===== config.mk =====
export PLATFORM = sky130hd
export DESIGN_NAME = modular_exponentiation
export DESIGN_NICKNAME = d
export VERILOG_FILES = /design/src/rtl/mexp_pkg.sv /design/src/rtl/mexp_mulmod.sv /design/src/rtl/mexp_dp.sv /design/src/rtl/mexp_ctrl.sv /design/src/rtl/modular_exponentiation.sv
export SDC_FILE = /design/constraint.sdc
export NUM_CORES = 1
export LEC_CHECK = 0
export ABC_AREA = 1
export BUFFER_PORTS_ARGS = -buffer_cell sky130_fd_sc_hd__buf_2
export CAP_MARGIN = 25
export CORE_MARGIN = 8
export CORE_UTILIZATION = 45
export CTS_BUF_LIST = sky130_fd_sc_hd__clkbuf_8
export DETAILED_ROUTE_END_ITERATION = 16
export SYNTH_ARGS = -nofsm -noshare
export SYNTH_HDL_FRONTEND = slang
export SYNTH_SLANG_ARGS = --single-unit

===== constraint.sdc =====
create_clock -name i_clk -period 4.4 [get_ports i_clk]
set_input_delay 0.22 -clock i_clk [delete_from_list [all_inputs] [get_ports i_clk]]
set_output_delay 0.22 -clock i_clk [all_outputs]
set_load 0.05 [all_outputs]

===== src/rtl/mexp_pkg.sv =====
`timescale 1ns / 1ps
`default_nettype none

package mexp_pkg;

    localparam int OPERAND_BITS = 32;
    localparam int CNT_W        = (OPERAND_BITS > 1) ? $clog2(OPERAND_BITS) : 1;

    typedef struct packed {
        logic [31:0] base;
        logic [31:0] exponent;
        logic [31:0] modulus;
    } t_in;

    typedef struct packed {
        logic [31:0] power_result;
        logic        bad_modulus;
    } t_out;

    typedef enum logic [1:0] {
        OP_RED,
        OP_MUL,
        OP_SQR
    } t_op;

    typedef enum logic [2:0] {
        S_IDLE,
        S_RED_ST,
        S_RED_WT,
        S_BIT,
        S_MUL_WT,
        S_SQR_ST,
        S_SQR_WT,
        S_DONE
    } t_state;

    typedef struct packed {
        logic load;
        logic start;
        t_op  op;
        logic shift_exp;
        logic publish;
    } t_cmd;

    typedef struct packed {
        logic exp_lsb;
        logic mul_done;
        logic bad;
        logic out_free;
    } t_status;

    // v < 2m assumed: one conditional subtract
    function automatic logic [OPERAND_BITS-1:0] mod_fix(
        input logic [OPERAND_BITS:0]   v,
        input logic [OPERAND_BITS-1:0] m
    );
        logic [OPERAND_BITS:0] d;
        d = v - {1'b0, m};
        if (v >= {1'b0, m}) begin
            return d[OPERAND_BITS-1:0];
        end
        return v[OPERAND_BITS-1:0];
    endfunction

endpackage

`default_nettype wire


===== src/rtl/mexp_mulmod.sv =====
`timescale 1ns / 1ps
`default_nettype none

// interleaved shift-and-add modular multiply, a doubling phase and an adding phase per multiplier bit
module mexp_mulmod
    import mexp_pkg::*;
(
    input  wire logic                    i_clk,
    input  wire logic                    i_rst_n,
    input  wire logic                    i_start,
    input  wire logic [OPERAND_BITS-1:0] i_a,
    input  wire logic [OPERAND_BITS-1:0] i_b,
    input  wire logic [OPERAND_BITS-1:0] i_m,
    output logic                         o_done,
    output logic [OPERAND_BITS-1:0]      o_prod
);

    logic                    r_busy, n_busy;
    logic                    r_ph, n_ph;
    logic [CNT_W-1:0]        r_cnt, n_cnt;
    logic [OPERAND_BITS-1:0] r_pr, n_pr;
    logic [OPERAND_BITS-1:0] r_mx, n_mx;
    logic [OPERAND_BITS-1:0] r_my, n_my;
    logic [OPERAND_BITS-1:0] w_dbl, w_add, w_addend;

    // phase 0 doubles, phase 1 adds the multiplicand when the top bit is set
    assign w_addend = r_my[OPERAND_BITS-1] ? r_mx : {OPERAND_BITS{1'b0}};
    assign w_dbl    = mod_fix({r_pr, 1'b0}, i_m);
    assign w_add    = mod_fix({1'b0, r_pr} + {1'b0, w_addend}, i_m);
    assign o_done   = r_busy && r_ph && (r_cnt == CNT_W'(OPERAND_BITS - 1));
    assign o_prod   = w_add;

    always_comb begin
        n_busy = r_busy;
        n_ph   = r_ph;
        n_cnt  = r_cnt;
        n_pr   = r_pr;
        n_mx   = r_mx;
        n_my   = r_my;
        if (i_start) begin
            n_busy = 1'b1;
            n_ph   = 1'b0;
            n_cnt  = '0;
            n_pr   = '0;
            n_mx   = i_a;
            n_my   = i_b;
        end else if (r_busy) begin
            if (!r_ph) begin
                n_pr = w_dbl;
                n_ph = 1'b1;
            end else begin
                n_pr = w_add;
                n_ph = 1'b0;
                n_my = {r_my[OPERAND_BITS-2:0], 1'b0};
                n_cnt = r_cnt + 1'b1;
                if (o_done) begin
                    n_busy = 1'b0;
                end
            end
        end
    end

    always_ff @(posedge i_clk) begin
        if (!i_rst_n) begin
            r_busy <= 1'b0;
            r_ph   <= 1'b0;
            r_cnt  <= '0;
        end else begin
            r_busy <= n_busy;
            r_ph   <= n_ph;
            r_cnt  <= n_cnt;
        end
        r_pr <= n_pr;
        r_mx <= n_mx;
        r_my <= n_my;
    end

endmodule

`default_nettype wire


===== src/rtl/mexp_dp.sv =====
`timescale 1ns / 1ps
`default_nettype none

module mexp_dp
    import mexp_pkg::*;
(
    input  wire logic i_clk,
    input  wire logic i_rst_n,
    input  wire t_in  i_in,
    input  wire t_cmd i_cmd,
    input  wire logic i_ready,
    output t_status   o_status,
    output logic      o_valid,
    output t_out      o_out
);

    logic [OPERAND_BITS-1:0] r_m, r_e, r_b, r_acc, r_run;
    logic                    r_bad;
    t_op                     r_op;
    t_out                    r_out;
    logic                    r_out_valid;
    logic [OPERAND_BITS-1:0] w_in_m, w_one, w_a, w_b, w_prod;
    logic                    w_done;

    assign w_in_m = i_in.modulus[OPERAND_BITS-1:0];
    // 1 mod m, zero when the modulus is one
    assign w_one  = (w_in_m == OPERAND_BITS'(1)) ? '0 : OPERAND_BITS'(1);

    always_comb begin
        case (i_cmd.op)
            OP_RED: begin
                w_a = r_acc;
                w_b = r_b;
            end
            OP_MUL: begin
                w_a = r_acc;
                w_b = r_run;
            end
            OP_SQR: begin
                w_a = r_run;
                w_b = r_run;
            end
            default: begin
                w_a = r_run;
                w_b = r_run;
            end
        endcase
    end

    mexp_mulmod u_mulmod (
        .i_clk   (i_clk),
        .i_rst_n (i_rst_n),
        .i_start (i_cmd.start),
        .i_a     (w_a),
        .i_b     (w_b),
        .i_m     (r_m),
        .o_done  (w_done),
        .o_prod  (w_prod)
    );

    always_ff @(posedge i_clk) begin
        if (i_cmd.load) begin
            r_m   <= w_in_m;
            r_e   <= i_in.exponent[OPERAND_BITS-1:0];
            r_b   <= i_in.base[OPERAND_BITS-1:0];
            r_acc <= w_one;
            r_bad <= (w_in_m == '0);
        end
        if (i_cmd.start) begin
            r_op <= i_cmd.op;
        end
        if (w_done) begin
            if (r_op == OP_MUL) begin
                r_acc <= w_prod;
            end else begin
                r_run <= w_prod;
            end
        end
        if (i_cmd.shift_exp) begin
            r_e <= r_e >> 1;
        end
        if (i_cmd.publish) begin
            r_out.power_result <= r_bad ? 32'd0 : 32'(r_acc);
            r_out.bad_modulus  <= r_bad;
        end
    end

    always_ff @(posedge i_clk) begin
        if (!i_rst_n) begin
            r_out_valid <= 1'b0;
        end else if (i_cmd.publish) begin
            r_out_valid <= 1'b1;
        end else if (i_ready) begin
            r_out_valid <= 1'b0;
        end
    end

    assign o_valid = r_out_valid;
    assign o_out   = r_out;

    assign o_status.exp_lsb  = r_e[0];
    assign o_status.mul_done = w_done;
    assign o_status.bad      = r_bad;
    assign o_status.out_free = !r_out_valid || i_ready;

endmodule

`default_nettype wire


===== src/rtl/mexp_ctrl.sv =====
`timescale 1ns / 1ps
`default_nettype none

module mexp_ctrl
    import mexp_pkg::*;
(
    input  wire logic    i_clk,
    input  wire logic    i_rst_n,
    input  wire logic    i_valid,
    input  wire t_status i_status,
    output logic         o_ready,
    output t_cmd         o_cmd
);

    t_state           r_state, n_state;
    logic [CNT_W-1:0] r_bit, n_bit;

    always_ff @(posedge i_clk) begin
        if (!i_rst_n) begin
            r_state <= S_IDLE;
            r_bit   <= '0;
        end else begin
            r_state <= n_state;
            r_bit   <= n_bit;
        end
    end

    always_comb begin
        n_state = r_state;
        n_bit   = r_bit;
        o_ready = 1'b0;
        o_cmd   = '{load: 1'b0, start: 1'b0, op: OP_RED, shift_exp: 1'b0, publish: 1'b0};
        case (r_state)
            S_IDLE: begin
                o_ready = 1'b1;
                if (i_valid) begin
                    o_cmd.load = 1'b1;
                    n_bit      = '0;
                    n_state    = S_RED_ST;
                end
            end
            S_RED_ST: begin
                if (i_status.bad) begin
                    n_state = S_DONE;
                end else begin
                    o_cmd.start = 1'b1;
                    o_cmd.op    = OP_RED;
                    n_state     = S_RED_WT;
                end
            end
            S_RED_WT: begin
                if (i_status.mul_done) begin
                    n_state = S_BIT;
                end
            end
            S_BIT: begin
                if (i_status.exp_lsb) begin
                    o_cmd.start = 1'b1;
                    o_cmd.op    = OP_MUL;
                    n_state     = S_MUL_WT;
                end else begin
                    n_state = S_SQR_ST;
                end
            end
            S_MUL_WT: begin
                if (i_status.mul_done) begin
                    n_state = S_SQR_ST;
                end
            end
            S_SQR_ST: begin
                o_cmd.start = 1'b1;
                o_cmd.op    = OP_SQR;
                n_state     = S_SQR_WT;
            end
            S_SQR_WT: begin
                if (i_status.mul_done) begin
                    o_cmd.shift_exp = 1'b1;
                    if (r_bit == CNT_W'(OPERAND_BITS - 1)) begin
                        n_state = S_DONE;
                    end else begin
                        n_bit   = r_bit + 1'b1;
                        n_state = S_BIT;
                    end
                end
            end
            S_DONE: begin
                if (i_status.out_free) begin
                    o_cmd.publish = 1'b1;
                    n_state       = S_IDLE;
                end
            end
            default: begin
                n_state = S_IDLE;
            end
        endcase
    end

endmodule

`default_nettype wire


===== src/rtl/modular_exponentiation.sv =====
`timescale 1ns / 1ps
`default_nettype none

// modular exponentiation, base^exponent mod modulus, by right-to-left binary
// square-and-multiply. one item is worked on at a time: after an input transfer
// the block drops o_ready until the result is moved into the output register,
// which can still hold the previous result while the next item computes. every
// modular multiply runs on one shared interleaved shift-and-add unit, which is
// started and then doubles and adds once per multiplier bit. the base is first
// reduced with one such multiply, then each exponent bit passes a decision state
// and a squaring, plus a multiply when the bit is set. the result is loaded once
// the output register is free, and o_ready returns in the cycle after the load.
// a zero modulus skips all arithmetic and loads 0 with bad_modulus set.
module modular_exponentiation
    import mexp_pkg::*;
(
    input  wire logic i_clk,
    input  wire logic i_rst_n,
    // input channel
    input  wire logic i_valid,
    output logic      o_ready,
    input  wire t_in  i_in,
    // result channel
    output logic      o_valid,
    input  wire logic i_ready,
    output t_out      o_out
);

    // command and status between sequencer and datapath
    t_cmd    w_cmd;
    t_status w_status;

    // sequencer: bit loop over the exponent and multiply scheduling
    mexp_ctrl u_ctrl (
        .i_clk    (i_clk),
        .i_rst_n  (i_rst_n),
        .i_valid  (i_valid),
        .i_status (w_status),
        .o_ready  (o_ready),
        .o_cmd    (w_cmd)
    );

    // operand registers, multiply unit and output register
    mexp_dp u_dp (
        .i_clk    (i_clk),
        .i_rst_n  (i_rst_n),
        .i_in     (i_in),
        .i_cmd    (w_cmd),
        .i_ready  (i_ready),
        .o_status (w_status),
        .o_valid  (o_valid),
        .o_out    (o_out)
    );

endmodule

`default_nettype wire


## Word-level counts from Yosys, hierarchy flattened

Cells that the tools add are included.

- Register bits: 308
- Bits of input ports: 100
- Output and inout port bits: 35
- Word-level logic and storage cells: 114

- Add/sub/neg operators: 5
- $lt $le $gt $ge: 2
- Eq/ne operators: 18
- Multiplexer cells: 49
- Bitwise operators: 2
- Reduce and logical (&&, ||, !) cells: 19

Operators by type and width:

| operator | number |
|---|---|
| 2-to-1 mux 32 bit | 14 |
| greater-or-equal comparator 33 x 32 -> 1 bit | 2 |
| subtractor 32 bit | 2 |
| 2-to-1 mux 31 bit | 2 |
| adder 32 x 32 -> 33 bit | 1 |
| == test 32 x 1 -> 1 bit (second input constant) | 1 |
| logical NOT 32 bit | 1 |
| 2-to-1 mux 3 bit | 9 |
| case mux 3 bit (8 select lines) | 1 |
| 2-to-1 mux 1 bit | 18 |
| 2-to-1 mux 5 bit | 3 |
| == test 3 bit (second input constant) | 4 |
| adder 5 x 1 -> 5 bit (second input constant) | 2 |
| == test 5 bit (second input constant) | 2 |
| case mux 5 bit (2 select lines) | 1 |
| nonzero test 2 bit | 5 |
| case mux 3 bit (3 select lines) | 1 |
| != test 2 x 1 -> 1 bit (second input constant) | 4 |
| == test 3 x 2 -> 1 bit (second input constant) | 2 |
| AND reduction 2 bit | 3 |
| AND reduction 5 bit | 1 |
| == test 2 x 1 -> 1 bit (second input constant) | 2 |
| != test 2 bit (second input constant) | 2 |
| AND reduction 4 bit | 1 |
| 8 further kinds | 11 |

## Longest topological paths before layout

Gate-level depths: netlist of the first run.

- Depth in word-level cells: 7
- Depth in mapped cells: 32
- Depth with buffers taken out: 31

## Cells and area by module

From an unflattened synthesis of the first run, not the netlist that was laid out.

- Cells, all modules: 2814
- Area total of the unflattened synthesis: 20677.3 µm²

Modules (own cells, without submodules):

| module | times used | cells each | area each (µm²) |
|---|---|---|---|
| mexp_mulmod | 1 | 2110 | 12351.8 |
| mexp_dp | 1 | 601 | 7708.6 |
| mexp_ctrl | 1 | 103 | 616.8 |

## Worst setup path before layout of the first run

OpenSTA, ideal clock, no wires.

- Path type: flip-flop to flip-flop
- Start point: register u_ctrl.r_state[1]
- End point: register u_ctrl.r_bit[0]
- Library setup time: 116 ps
- Data arrival time: 4135 ps
- Data required time: 4284 ps
- Slack: 149 ps
- Cell stages (with the launch flop): 11
- Clock period less this slack: 4251 ps
- Path through: dfxtp_1 -> inv_1 -> ha_1 -> nand2_1 -> nor2_2 -> inv_1 -> nand2_1 -> nand2_1 -> inv_1 -> o21ai_0 -> o211a_1

- Cells in the longest elaborated chain, start to end: 3
- Elaborated cells between the ends (all ways): 8
- Those cells by class: 4 x eq/ne; 1 x mux; 3 x reduce/logical

RTL lines:

| element | line | text |
|---|---|---|
| from (decl) | mexp_ctrl.sv:15 | `t_state r_state, n_state;` |
| from (signal assigned) | mexp_ctrl.sv:23 | `r_state <= n_state;` |
| == test 3 bit / logical NOT 3 bit (equally long branches) | mexp_ctrl.sv:33 | `case (r_state)` |
| != test 2 x 1 -> 1 bit (no source line), or another cell as far along | -- |  |
| AND reduction 4 bit (no source line) | -- |  |
| to (signal assigned) | mexp_ctrl.sv:24 | `r_bit <= n_bit;` |
| to (decl) | mexp_ctrl.sv:16 | `logic [CNT_W-1:0] r_bit, n_bit;` |

Several ways; a longest one is shown, not always the timed one.
A chain may end at the register's enable or synchronous reset.

## Final worst setup path of the first run

- Start point: register u_dp.u_mulmod.r_my[31]
- End point: register u_dp.r_acc[21]

- Cells in the longest elaborated chain, start to end: 7
- Elaborated cells between the ends (all ways): 9
- Those cells by class: 2 x add/sub; 1 x order compare; 6 x mux

RTL lines:

| element | line | text |
|---|---|---|
| from (decl) | mexp_mulmod.sv:23 | `logic [OPERAND_BITS-1:0] r_my, n_my;` |
| from (signal assigned) | mexp_mulmod.sv:75 | `r_my <= n_my;` |
| 2-to-1 mux 32 bit (*) | mexp_mulmod.sv:27 | `assign w_addend = r_my[OPERAND_BITS-1] ? r_mx : {OPERAND_BITS{1'b0}};` |
| adder 32 x 32 -> 33 bit (*) | mexp_mulmod.sv:29 | `assign w_add = mod_fix({1'b0, r_pr} + {1'b0, w_addend}, i_m);` |
| subtractor 32 bit / greater-or-equal comparator 33 x 32 -> 1 bit (equally long branches) | mexp_pkg.sv:58, mexp_pkg.sv:59 |  |
| 2-to-1 mux 32 bit / 2-to-1 mux 1 bit (equally long branches) | mexp_pkg.sv:59 | `if (v >= {1'b0, m}) begin` |
| 2-to-1 mux 32 bit (*) | mexp_pkg.sv:62 | `return v[OPERAND_BITS-1:0];` |
| via u_dp.u_mulmod.o_prod[21] | mexp_mulmod.sv:15 | `output logic [OPERAND_BITS-1:0] o_prod` |
| 2-to-1 mux 32 bit (*) | mexp_dp.sv:73 | `if (r_op == OP_MUL) begin` |
| 2-to-1 mux 32 bit (*) | mexp_dp.sv:72 | `if (w_done) begin` |
| to (signal assigned) | mexp_dp.sv:66 | `r_acc <= w_one;` |
| to (signal assigned) | mexp_dp.sv:74 | `r_acc <= w_prod;` |
| to (decl) | mexp_dp.sv:17 | `logic [OPERAND_BITS-1:0] r_m, r_e, r_b, r_acc, r_run;` |

The timed path passes the listed nets; every way through them passes the cells marked *. The select of a mux whose other input is x is not followed.

==> summary.md, run 1 <==
| Metric | Value |
|---|---|
| Core ar. | 46300 um^2 |
| Crit path max fanout | 32 |
| Register Area | 8440 um^2 |
| Die width | 232 um |
| Post-synthesis instance area | 20900 um^2 |
| Port-buffer cells | 134 |
| Worst-Skew Late Latency | 660 ps |
| Layout cell share with drive strength beyond 1 | 12.8% |
| Htree depth | 2 |
| Pre-antenna DRT Iters | 6 |
| Setup CP Type | reg2reg |
| Crit-path most repeated cell | nand2_1 |
| Post-synthesis average cell area | 6.92 um^2 |
| # rows | 79 |
| Max-slew violation count | 0 |
| Distinct cells, synth | 45 |
| Synth warn | 0 |
| Unrepaired setup endpoints after global routing | true |
| CTS tree | yes |
| Initial antenna violation count | 2 |
| CTS clk-pin slew, worst paths | 60 ps |
| EDFF count, synth | 227 |
| Relative slew margins | 41.4% |
| Pin count of the biggest net entering global routing | 80 |
| Worst r2r dst | u_dp.r_acc[21] |
| Peak supply drop | 451 uV |
| Post-route clock period utilization | 95.7% |
| Pwr Total | 16000 uW |
| Setup TNS Final | 0 ps |
| Worst hold path type | in2reg |
| Critical Path Start Type | flop |
| Nets@finish | 3535 |
| DP Wirelength | 54400 um |
| Arr. time, crit path | 4700 ps |
| CP peak stage delay | 410 ps |
| R2r setup slk | 190 ps |
| Status | finished clean |
| Total grt overflow | 0 |
| Hold Vio Cnt, Final | 0 |
| Max Cap Viol | 0 |
| Worst setup EP type | flop |
| Hold Path Depth | 5 |
| Leak Pwr | 0.0130 uW |
| Fillers | 4549 |
| Reg2reg start | u_dp.u_mulmod.r_my[31] |
| Die ar. | 53700 um^2 |
| CP required | 4890 ps |
| Post-layout min period | 4210 ps |
| # setup viols final | 0 |
| Vias | 20000 |
| Depth of the most critical reg-to-reg path | 26 |
| Initial drt markers | 1713 |
| RD Place Congestion | 0.979 |
| Vias in the first global route | 19500 |
| Hold EP | u_ctrl.r_state[1] |
| Drt drc | 0 |
| Synthesized instance count | 3029 |
| Chip height | 232 um |
| Drt total wl | 69500 um |
| Routed vias/inst | 5.02 |
| Sequential element share of the synthesized area | 40.3% |
| IO Count | 135 |
| Clock Sinks | 308 |
| Root Buffer | clkbuf_8 |
| Slowest-stage cell, CP | edfxtp_1 |
| Crit path from | u_dp.u_mulmod.r_my[31] |
| Initial Utilization | 45.3% |
| Synth async-reset ratio | 0% |
| Wirelength per Cell | 17.4 um |
| Wire length of the first global-routing pass | 107000 um |
| Hold Crit Start | i_valid |
| Crit-path leading delay family | simple AND/OR/NAND/NOR gates |
| Area Overhead vs Synth | 20.7% |
| Syn nets | 3236 |
| TritonCTS buffer count | 55 |
| Power per cell area | 634 nW/um^2 |
| Synth Register Bits | 308 |
| Maximum clock insertion buffer count | 3 |
| ANT nets after route | 0 |
| Crit path buf inv count | 5 |
| Multi-input gate area | 10400 um^2 |
| All-Layer GR Usage | 25.5% |
| Primary FF master, synth | edfxtp_1 |
| Clock skew | 49.0 ps |
| Measured slew at the worst slew-check pin | 880 ps |
| FMAX | 0.237 GHz |
==> through the flow <==
step                      instance area (um^2)  instances  hold WS [ps]  worst slack (ps)  utilization [%]
after floorplan                          20900       3029           319               149                -
after global placement                   22700       3776           397              -131             49.1
after detailed placement                 22700       3776           399              -132             49.1
after CTS                                24900       3978          57.2              12.7             53.7
after global routing                     25300       3983           119              -127             54.7
final                                    25300       3983           115               187             54.7
==> cells in the mapped netlist (9+ instances only) <==
cell	n	area, um^2
nand2_2	11	68.8
clkbuf_1	51	191
nand3_1	182	911
nand3b_1	56	420
nand2_1	1122	4210
nor2_1	234	878
nor4_1	9	56.3
buf_2	13	65.1
o21ai_0	126	631
xnor2_1	28	245
nor3_1	22	110
xor2_1	19	166
a21oi_1	69	345
dfxtp_1	81	1620
nand4_1	19	119
inv_1	575	2160
ha_1	104	1300
edfxtp_1	227	6820
==> state kept, by name, indices dropped and copies added, names as in the netlist, 2 cells and up <==
signal,flops
u_dp.r_acc,32
u_dp.u_mulmod.r_cnt,5
u_dp.r_run,32
u_dp.u_mulmod.r_pr,32
u_dp.r_m,32
u_dp.o_out,33
u_dp.r_b,32
u_ctrl.r_bit,5
u_dp.r_op,2
u_dp.u_mulmod.r_my,32
u_dp.u_mulmod.r_mx,32
u_dp.r_e,32
u_ctrl.r_state,3
==> power breakdown <==
part | internal [uW] | leakage (uW) | switching, uW
logic | 2990 | 0.00962 | 5960
clock network | 1550 | 0.000652 | 1280
registers | 3990 | 0.00278 | 255
==> worst max path at each step <==
stage                                   to  slack, ps  depth (start not counted)
CTS                 u_dp.u_mulmod.r_pr[26]         10                         27
global placement    u_dp.u_mulmod.r_pr[17]       -130                         28
floorplan                  u_ctrl.r_bit[0]        150                         10
global route        u_dp.u_mulmod.r_pr[18]       -130                         28
finish                      u_dp.r_acc[21]        190                         26
detailed placement  u_dp.u_mulmod.r_pr[17]       -130                         28
==> routing by layer <==
metal	wire [um]	vias to the layer above	global-route usage [%]
met5	0	-	0
met4	2230	0	8.60
met3	3740	121	3.14
met2	33200	586	43.1
met1	30300	9248	33.3
li1	-	10100	-
==> cell usage in the layout, fill, tap and decap left out, drive strengths merged, types with 19 or more instances in the layout <==
cell type,n
xor2,19
buf,216
edfxtp,227
nand3,185
xnor2,28
inv,603
nor2,244
ha,104
o21ai,131
nand2,1134
dfxtp,81
nand3b,56
dlygate4sd3,98
a21oi,74
clkbuf,60
nor3,24
nand4,19
==> timing repair <==
action	in CTS	in global routing
endpoints found under the hold margin	112	0
setup endpoints to repair	66	96
hold buffers	98	0
gates resized for setup	3	100
pin swaps	0	6
gates cloned	0	2
buffers inserted	0	1
==> cell families (layout without fill, tap and decap cells) <==
logic type / after synthesis / after routing / synth area share, %
and+or+nand+nor: 1686 / 1686 / 33.5
buffers and inverters: 655 / 1001 / 12.0
DFF: 308 / 308 / 40.3
AOI/OAI and AO/OA: 226 / 226 / 5.77
adders and majority gates: 107 / 107 / 6.50
xor gates and xnor gates: 47 / 47 / 1.97
other: 0 / 1 / 0
==> worst register-to-register path, cell delays in order, from the launching register on <==
cell      delay (ps)
edfxtp_1         410
buf_12           190
nand2_1           90
inv_1             50
ha_1             340
nand2_1          100
nand3_1          180
nand2_1          120
nand2_2          100
nand2_1           80
nand2_1          120
xnor2_1          200
buf_4            160
inv_1             40
ha_2             380
nand2_2          110
nor2_2           160
inv_1             90
nor3_2           280
nand3_1          250
nand3_1          150
nand2_1           60
nand2_1           60
nand2_1           70
and2_4           150
nand2_1           60
o31ai_1           70
==> final cells by class <==
cell class                 count  share of cell area (%)
sequential                   308                    33.4
timing repair buffer         315                    9.36
clock buffer                  59                    3.21
tap                          607                    3.00
multi-input combinational   2066                    41.1
inverter                     582                    8.64
antenna                        1                 0.00989
clock inverter                45                    1.36
No activity file was read; power rests on OpenSTA's default activity.
==> run 2, diff against run 1 <==
GPL_ROUTABILITY_DRIVEN = 0   (was default)
SYNTH_HIERARCHICAL = 1   (was default)
==> summary.md, run 2 <==
| Metric | Value |
|---|---|
| Status | finished clean |
| Nets@finish | 3296 (-6.8%) |
| Wire length of the first global-routing pass | 100000 um (-6.3%) |
| Sequential element share of the synthesized area | 40.8% (+0.53 points) |
| Critical Path Start Type | flop |
| Port-buffer cells | 134 (unchanged) |
| Post-layout min period | 4240 ps (+27.6 ps) |
| ANT nets after route | 0 (unchanged) |
| CP required | 4870 ps (-20 ps) |
| Setup CP Type | reg2reg |
| Place WS | -24.7 ps (+107 ps) |
| Worst setup margin | 160 ps (-27.6 ps) |
| Crit-path most repeated cell | nand2_1 |
| Final instance count without filler cells | 3739 (-6.1%) |
| Distinct cells, synth | 47 (+4.4%) |
| Crit path max fanout | 8 (-75%) |
| Total grt overflow | 0 (unchanged) |
| Commonest cells after routing, fill and taps aside | nand2_1 (934), inv_1 (457), nor2_1 (237), edfxtp_1 (227), nand3_1 (175) |
| Wl on met1 | 27600 um (-9.2%) |
| Metal3 WL | 4130 um (+10%) |
| Area contributors post-synth | edfxtp_1 (33%), nand2_1 (17%), inv_1 (8.0%) |
| Wirelength per Cell | 17.7 um (+1.4%) |
| Clock Sinks | 308 (unchanged) |
| Layout cell share with drive strength beyond 1 | 15.7% (+3.0 points) |
| Top-count cell post-synth | nand2_1 |
| IO Count | 135 (unchanged) |
| Leak Pwr | 0.0122 uW (-6.2%) |
| Syn nets | 3017 (-6.8%) |
| Worst hold path type | in2reg |
| Max Used Layer | met4 |
| Wire length on met2 | 31000 um (-6.5%) |
| CTS tree | yes |
| CTS clk-pin slew, worst paths | 60 ps (about the same) |
| Relative slew margins | 31.4% (-9.9 points) |
| Drt drc | 0 (unchanged) |
| Unrepaired setup endpoints after global routing | true |
| Post-synthesis average cell area | 7.35 um^2 (+6.2%) |
| Diode count | 0 (-1) |
| Area leader, netlist | edfxtp_1 |
| Initial Utilization | 45.6% (+0.28 points) |
| Measured slew at the worst slew-check pin | 1020 ps (+141 ps) |
| Initial drt markers | 1666 (-2.7%) |
| Sw Ratio | 45.1% (-1.7 points) |
| Synth top area share | 33.0% (+0.43 points) |
| EDFF count, synth | 227 (unchanged) |
| Synthesized instance count | 2814 (-7.1%) |
| # rows | 78 (-1.3%) |
| FMAX | 0.236 GHz (-0.65%) |
| Max reg flops | 33 (unchanged) |
| Crit-path leading delay family | simple AND/OR/NAND/NOR gates |
| Initial antenna violation count | 1 (-1) |
| Htree depth | 2 (unchanged) |
| Area Overhead vs Synth | 21.6% |
| Post-route clock period utilization | 96.4% (+0.63 points) |
| Arr. time, crit path | 4710 ps (about the same) |
| Synth async-reset ratio | 0% (unchanged) |
| Sequential power share | 26.8% (+0.3 points) |
| Die ar. | 53100 um^2 (-1.2%) |
| Logic pwr share | 55.0% (-0.9 points) |
| Worst-Skew Late Latency | 640 ps (-20 ps) |
| Hold Vio Cnt, Final | 0 (unchanged) |
| Die width | 230 um (-0.60%) |
| Vias | 19200 (-4.2%) |
| Most common cell after layout, fill and taps aside | nand2_1 |
| All-Layer GR Usage | 23.6% (-1.9 points) |
| Chip height | 230 um (-0.60%) |
| Pre-antenna DRT Iters | 6 (unchanged) |
| CP peak stage delay | 380 ps (-30 ps) |
| Max Cap Viol | 0 (unchanged) |
| Pin count of the biggest net entering global routing | 67 (-16%) |
| Cell Count Post-Placement | 3519 (-6.8%) |
| Int Pwr | 8700 uW (+2.0%) |
| Core ar. | 45400 um^2 (-1.9%) |
| Pwr Total | 15800 uW (-1.1%) |
| Post-synthesis instance area | 20700 um^2 (-1.3%) |
| Clock skew | 32.9 ps (-16.1 ps) |
| Routed vias/inst | 5.12 (+2.0%) |
| Power per cell area | 630 nW/um^2 (-0.50%) |
| Clock share of power | 18.2% (+0.5 points) |
| Worst setup EP type | flop |
| Slowest-stage cell, CP | edfxtp_1 |
| Synth warn | 6 (+6) |
| Peak supply drop | 378 uV (-16%) |
| NetSw | 7150 uW (-4.7%) |
| Vias in the first global route | 18400 (-5.8%) |
| Crit path buf inv count | 8 (+3) |
| Drt total wl | 66100 um (-4.8%) |
| Synth Register Bits | 308 (unchanged) |
| Maximum clock insertion buffer count | 3 (unchanged) |
| DP Wirelength | 49500 um (-9.1%) |
| Primary FF master, synth | edfxtp_1 |
| Post-synth top cells | nand2_1 (964), inv_1 (443), nor2_1 (261) |
| Root Buffer | clkbuf_8 |
| Max-slew violation count | 0 (unchanged) |
| TritonCTS buffer count | 56 (+1.8%) |
| # setup viols final | 0 (unchanged) |
[run 2: through the flow]
| step | cell area, um^2 | setup TNS [ps] | util [%] | hold slack (ps) |
|---|---|---|---|---|
| 2_1_floorplan | 20700 | 0 | - | 319 |
| 3_3_place_gp | 22100 | 0 | 48.7 | 397 |
| 3_5_place_dp | 22100 | -141 | 48.7 | 398 |
| 4_1_cts | 24300 | 0 | 53.5 | 157 |
| 5_1_grt | 25100 | -4520 | 55.4 | 251 |
| 6_report | 25100 | 0 | 55.4 | 207 |
[run 2: repair_timing]
action,4_1_cts,5_1_grt
hold buffers,99,0
endpoints found under the setup margin,28,96
cloned,0,4
pin swaps,0,21
endpoints found under the hold margin,105,0
buffers inserted,0,12
gates resized for setup,8,145
[run 2: path summary, 6_finish.rpt]
path	end	slack (ps)	cells after the start	startpoint
max	u_dp/r_acc[17]	160	29	u_dp/u_mulmod/r_my[31]
min	u_ctrl/r_state[0]	210	7	i_valid
max reg2reg	u_dp/r_acc[17]	160	29	u_dp/u_mulmod/r_my[31]
min reg2reg	u_dp/u_mulmod/r_cnt[1]	480	2	u_dp/u_mulmod/r_cnt[1]
[run 2: cell type report]
type / instances / area, um^2
Tap cell: 600 / 751
Inverter: 455 / 1710
Timing Repair Buffer: 295 / 2300
Fill cell: 4247 / 20200
Multi-Input combinational cell: 1977 / 10800
Sequential cell: 308 / 8440
Clock buffer: 63 / 867
Clock inverter: 41 / 317
[run 2: kinds of logic after synthesis]
family / after synthesis / synth area share [%]
AND/OR/NAND/NOR: 1548 / 31.3
buffers and inverters: 529 / 10.5
flip-flops: 308 / 40.8
AO/OA/AOI/OAI: 244 / 6.70
adder cells (fa/ha/maj): 103 / 6.34
XOR/XNOR: 50 / 2.12
multiplexers: 32 / 2.29
[run 2: worst reg2reg max path: cells and delay by family, from the launching register on]
family	cells	cell delay (ps)
AOI/OAI and AO/OA	1	60
adders and majority gates	2	670
buffers and inverters	8	900
DFF	1	380
and+or+nand+nor	18	2070
[run 2: power groups by stage]
| stage | Sequential [uW] | Combinational [uW] | Clock (uW) |
|---|---|---|---|
| 2_1_floorplan | 4170 | 5540 | 0 |
| 3_3_place_gp | 4280 | 7600 | 0 |
| 3_5_place_dp | 4280 | 7690 | 0 |
| 4_1_cts | 4230 | 7820 | 2980 |
| 5_1_grt | 4270 | 9530 | 3090 |
| 6_report | 4240 | 8720 | 2890 |
[run 2: routing by layer]
metal  up-vias  track usage (%)
li1       9503                -
met1      8759             29.2
met2       722             40.1
met3       174             3.40
met4         0             11.4
met5         -                0
